### src/rtl/rbr_pkg.sv
// ============================================================================
// rbr_pkg: shared definitions for the ring bit reservoir reader
// Sizes of the byte ring and the bit reader, operation codes and the
// control bundle that steers the digit shifter.
// ============================================================================
package rbr_pkg;

    // Byte ring.
    localparam int RingDepth  = 4096;
    localparam int AddrW      = $clog2(RingDepth);
    localparam int ByteW      = 8;
    localparam int PutWidth   = 8;

    // Bit reader.
    localparam int MaxGetBits = 32;
    localparam int RemW       = $clog2(MaxGetBits + 1);
    localparam int AccW       = MaxGetBits;
    localparam int LeftW      = $clog2(ByteW + 1);

    // Field and pointer widths.
    localparam int CountW     = 12;
    localparam int PtrW       = 32;
    localparam int ValueW     = 32;

    typedef enum logic [1:0] {
        OP_PUT          = 2'd0,
        OP_GET          = 2'd1,
        OP_REWIND_BITS  = 2'd2,
        OP_REWIND_BYTES = 2'd3
    } op_t;

    // One step of the digit shifter: the byte in rdata holds avail unread
    // bits, and remaining bits of the get are still wanted.
    typedef struct packed {
        logic             clear;
        logic             take;
        logic             byte_ok;
        logic [LeftW-1:0] avail;
        logic [RemW-1:0]  remaining;
    } digit_ctl_t;

endpackage

### src/rtl/rbr_digit_shifter.sv
// ============================================================================
// rbr_digit_shifter: byte-digit extractor and result shift register
// Takes up to one byte's worth of unread bits per cycle when take is set,
// MSB first, and shifts them into the right-aligned result accumulator.
// ============================================================================
module rbr_digit_shifter (
    input  logic                      clk,
    input  rbr_pkg::digit_ctl_t       ctl,
    input  logic [rbr_pkg::ByteW-1:0] rdata,
    output logic [rbr_pkg::LeftW-1:0] take_bits,
    output logic [rbr_pkg::AccW-1:0]  acc_next_out
);
    import rbr_pkg::*;

    logic [AccW-1:0]  acc_reg;
    logic [AccW-1:0]  acc_next;
    logic [ByteW-1:0] byte_w;
    logic [ByteW:0]   mask_w;
    logic [ByteW-1:0] masked_w;
    logic [ByteW-1:0] chunk_w;

    always_comb
    begin
        // The number of bits taken is the smaller of what the byte still
        // holds and what the transaction still wants.
        if ({{LeftW{1'b0}}, ctl.remaining} < {{RemW{1'b0}}, ctl.avail})
        begin
            take_bits = ctl.remaining[LeftW-1:0];
        end
        else
        begin
            take_bits = ctl.avail;
        end

        // A byte that has not been written yet reads as zero.
        byte_w   = ctl.byte_ok ? rdata : '0;
        mask_w   = ({{ByteW{1'b0}}, 1'b1} << ctl.avail) - {{ByteW{1'b0}}, 1'b1};
        masked_w = byte_w & mask_w[ByteW-1:0];
        chunk_w  = masked_w >> (ctl.avail - take_bits);

        if (ctl.clear)
        begin
            acc_next = '0;
        end
        else if (ctl.take)
        begin
            acc_next = (acc_reg << take_bits) | AccW'(chunk_w);
        end
        else
        begin
            acc_next = acc_reg;
        end
    end

    always_ff @(posedge clk)
    begin
        acc_reg <= acc_next;
    end

    assign acc_next_out = acc_next;

endmodule

### config.mk
export PLATFORM = sky130hd
export DESIGN_NAME = rbr_digit_shifter
export DESIGN_NICKNAME = d
export VERILOG_FILES = /design/src/rtl/rbr_pkg.sv /design/src/rtl/rbr_digit_shifter.sv
export SDC_FILE = /design/constraint.sdc
export NUM_CORES = 1
export LEC_CHECK = 0
export ABC_CLOCK_PERIOD_IN_PS = 12600
export BUFFER_PORTS_ARGS = -buffer_cell sky130_fd_sc_hd__buf_2
export CELL_PAD_IN_SITES_DETAIL_PLACEMENT = 1
export CELL_PAD_IN_SITES_GLOBAL_PLACEMENT = 1
export CORE_ASPECT_RATIO = 1.1
export CORE_MARGIN = 2
export CORE_UTILIZATION = 45
export DETAILED_ROUTE_END_ITERATION = 8
export PLACE_DENSITY = 0.86
export SLEW_MARGIN = 20
export SYNTH_ARGS = -nofsm -noshare
export SYNTH_HDL_FRONTEND = slang
export SYNTH_SLANG_ARGS = --single-unit
### constraint.sdc
create_clock -name clk -period 12.6 [get_ports clk]
set_input_delay 1.26 -clock clk [delete_from_list [all_inputs] [get_ports clk]]
set_output_delay 1.26 -clock clk [all_outputs]
set_load 0.02 [all_outputs]
==> impl_results.rst <==
.. list-table::
   :header-rows: 1

   * - Metric
     - Value
   * - Class of the most critical setup path
     - in2out
   * - Seq pwr share
     - between 30 and 40%
   * - #FFs+latches synth
     - 32
   * - Leading cell type in the layout, fill and taps excluded
     - sky130_fd_sc_hd__buf_2
   * - Status
     - finished, final reports clean
   * - Maximum net fanout on the critical path
     - 20
   * - Number of antenna violations at the first check in global routing
     - 0
   * - Number of levels in the clock H-tree
     - 2
   * - Total wire length after detailed routing
     - approximately 11000 um
   * - Clock Power Share
     - 26.9%
   * - Post-CTS resize count
     - 0
   * - Setup repair after global routing missed its margin
     - no
   * - Final cell area excluding filler cells
     - 0.003467 mm2
   * - Number of enable-type register cells in the synthesized netlist
     - 0
   * - Post-layout min period
     - 7.124 ns
   * - Routed wirelength normalized by instance count
     - between 20 and 25 um
   * - Number of cell rows
     - 31
   * - Buffers from clock root to sink, at most
     - 2
   * - Post-synthesis net count
     - 413
   * - Flip-flop count of the largest register, all copies and words added
     - 32
   * - Count of inserted antenna diode cells
     - 0
   * - Synth cell types
     - 67
   * - Largest voltage drop on the vdd net
     - 0.04955 mV
   * - Final number of setup-violating endpoints
     - 0
   * - Post-CTS setup buffer count
     - 0
   * - CTS hold repair buffers
     - 0
   * - Arrival time of data at the critical path endpoint
     - 5.86 ns
   * - Number of max-slew violations in the final report
     - 0
   * - Clock root buffer
     - sky130_fd_sc_hd__clkbuf_8
   * - Worst min-delay path class
     - reg2reg
   * - Clock transition at the register clock pins on the worst setup and hold paths after CTS
     - 0.07 ns
   * - Via count of the first global-routing pass
     - 3476
   * - Final cycle utilization of the critical path
     - 56.54%
   * - Fraction of final layout cells sized beyond drive strength 1
     - 21.99%
   * - Vias per std cell
     - 6.844
   * - Maximum number of pins on one net before global-route repair
     - 42
   * - Proportion of power drawn by combinational gates
     - between 40% and 50%
   * - Worst slew margin relative to its limit
     - 28.14%
   * - Upper clock frequency limit
     - between 100 and 150 MHz
   * - Mapped Cells
     - 384
   * - Net switching share of the total power
     - 41.19%
   * - Critical path required time
     - 11.34 ns
   * - Synthesis-to-layout area growth
     - 13.01%
   * - Standard cell area after detailed placement
     - 0.003359 mm2
   * - GRT Util Overall
     - 31.10%
   * - Number of DRC violations after detailed routing
     - 0
   * - Vias
     - 3456
   * - Total power density per cell area
     - around 110 mW/mm2
   * - Most used DFF post-synth
     - sky130_fd_sc_hd__dfxtp_1
   * - Number of detailed-routing iterations run before antenna repair
     - 5
   * - Initial core utilization
     - 46.53%
   * - Layout Skew
     - 0.005979 ns
   * - Standby leakage power
     - approximately 1.5 nW
   * - Final Hold Fails
     - 0
   * - Net Switching
     - 0.1573 mW
   * - Worst slew pin tran
     - 1.074 ns
   * - Floorplan core area
     - 0.006594 mm2
   * - Max cap viols
     - 0
   * - Clk sinks
     - 32
   * - Type of element launching the critical path
     - input pin
   * - Kind of capture point of the worst setup path
     - primary output
   * - Setup TNS
     - 0 ns
   * - Die width
     - 82.73 um
   * - Clock latency at the later pin of the worst-skew pair
     - 0.29 ns
   * - Routed Antenna Nets
     - 0
   * - Half-perimeter wire length of the detailed placement result
     - slightly above 8000 um
   * - Initial DRC Count
     - 314
   * - Clock tree from TritonCTS
     - built
   * - Post-synthesis average cell area
     - 7.989 um2
   * - Final weighted congestion in routability-driven placement
     - 0.8911
   * - Height of the die
     - roughly 90 um
   * - CTS Buf Count
     - 5
   * - Sequential area share after synthesis
     - 20.88%
   * - Internal power
     - 0.2246 mW
   * - Total congestion overflow
     - 0
   * - Most frequent cells in the layout
     - sky130_fd_sc_hd__buf_2, sky130_fd_sc_hd__mux2i_1, sky130_fd_sc_hd__nand2_1
   * - Share of flip-flops with an asynchronous set or reset
     - 0%
   * - Synthesis warning total
     - 0
   * - Post-synth design cell area
     - 0.003068 mm2
   * - IO buf count
     - 57
   * - Post-place setup slack
     - 5.546 ns
   * - Die Outline Area
     - ~0.0075 mm2
   * - Final nets
     - 451
   * - Least setup slack across all paths after layout
     - 5.476 ns
   * - Wire length of the first global-routing pass
     - 18170 um
   * - # IOs
     - 58
-- kinds of logic (layout without fill, tap and decap cells) --
logic type / Yosys count / in the layout / share of synthesized area (%)
AO/OA/AOI/OAI: 124 / 124 / 31.77
flip-flops: 32 / 32 / 20.88
buffers and inverters: 43 / 82 / 5.832
multiplexers: 47 / 47 / 15.86
adder cells (fa/ha/maj): 7 / 7 / 2.855
AND/OR/NAND/NOR: 128 / 128 / 21.94
XOR/XNOR: 3 / 3 / 0.8566
-- critical path, cell delays in order --
cell                       delay [ns]
sky130_fd_sc_hd__buf_2           0.17
sky130_fd_sc_hd__inv_1           0.12
sky130_fd_sc_hd__ha_1            0.36
sky130_fd_sc_hd__a2111o_1        0.45
sky130_fd_sc_hd__a21oi_2         0.29
sky130_fd_sc_hd__mux2_2          0.52
sky130_fd_sc_hd__inv_1           0.55
sky130_fd_sc_hd__ha_1            0.37
sky130_fd_sc_hd__inv_1           0.15
sky130_fd_sc_hd__a211oi_1        0.06
sky130_fd_sc_hd__a21oi_1         0.12
sky130_fd_sc_hd__nand4_1         0.38
sky130_fd_sc_hd__nor3b_1         0.33
sky130_fd_sc_hd__o21ai_0         0.13
sky130_fd_sc_hd__a311oi_1        0.37
sky130_fd_sc_hd__buf_2           0.23
-- metal layers --
| metal | share of wire, % | vias to the layer above | track usage (%) | routed length, um |
|---|---|---|---|---|
| met5 | 0 | - | 0 | 0 |
| met4 | 3.0 | 0 | 12.02 | 339 |
| met3 | 5.9 | 27 | 5.200 | 662 |
| met2 | 48 | 148 | 49.80 | 5422 |
| met1 | 43 | 1707 | 40.98 | 4812 |
| li1 | - | 1574 | - | - |
-- cell usage after synthesis (11+ instances only) --
master,instances,area (um2)
sky130_fd_sc_hd__a22oi_1,28,210.2
sky130_fd_sc_hd__buf_2,11,55.05
sky130_fd_sc_hd__clkbuf_1,18,67.56
sky130_fd_sc_hd__dfxtp_1,32,640.6
sky130_fd_sc_hd__mux2i_1,43,430.4
sky130_fd_sc_hd__nand2_1,39,146.4
sky130_fd_sc_hd__nand2b_1,11,68.82
sky130_fd_sc_hd__nand3_1,16,80.08
sky130_fd_sc_hd__nor2_1,23,86.33
sky130_fd_sc_hd__o21ai_0,16,80.08
sky130_fd_sc_hd__o221ai_1,16,140.1
-- final cells by class --
| type | count | area [um2] |
|---|---|---|
| multi-input combinational | 309 | 2248 |
| clock buffer | 6 | 72.57 |
| inverter | 12 | 45.04 |
| fill | 837 | 3127 |
| tap | 82 | 102.6 |
| sequential | 32 | 640.6 |
| clock inverter | 2 | 35.03 |
| timing repair buffer | 62 | 322.8 |
-- final timing paths --
| check | end | slack, ns | cells past startpoint | start |
|---|---|---|---|---|
| max reg2reg | acc_reg[6] | 10.63 | 5 | acc_reg[1] |
| min | acc_reg[31] | 0.51 | 1 | acc_reg[31] |
| min reg2reg | acc_reg[31] | 0.51 | 1 | acc_reg[31] |
| max | acc_next_out[2] | 5.48 | 16 | ctl[9] |
-- power by group through the flow --
stage                     Clock [mW]  Sequential, mW  Combinational, mW
after global placement             0           0.120              0.152
after floorplan                    0           0.117              0.114
final                          0.103           0.118              0.161
after global routing           0.109           0.119              0.173
after detailed placement           0           0.120              0.156
after CTS                      0.103           0.118              0.158
-- metrics by stage --
step	hold WS, ns	total power [mW]	utilization [%]	cells
floorplan	0.5696	0.2312	-	384
global placement	0.4628	0.2713	50.95	497
detailed placement	0.4901	0.2766	50.95	497
CTS	0.5099	0.3790	52.58	505
global route	0.5341	0.4010	52.58	505
finish	0.5079	0.3820	52.58	505
No activity file was read; power rests on OpenSTA's default activity.
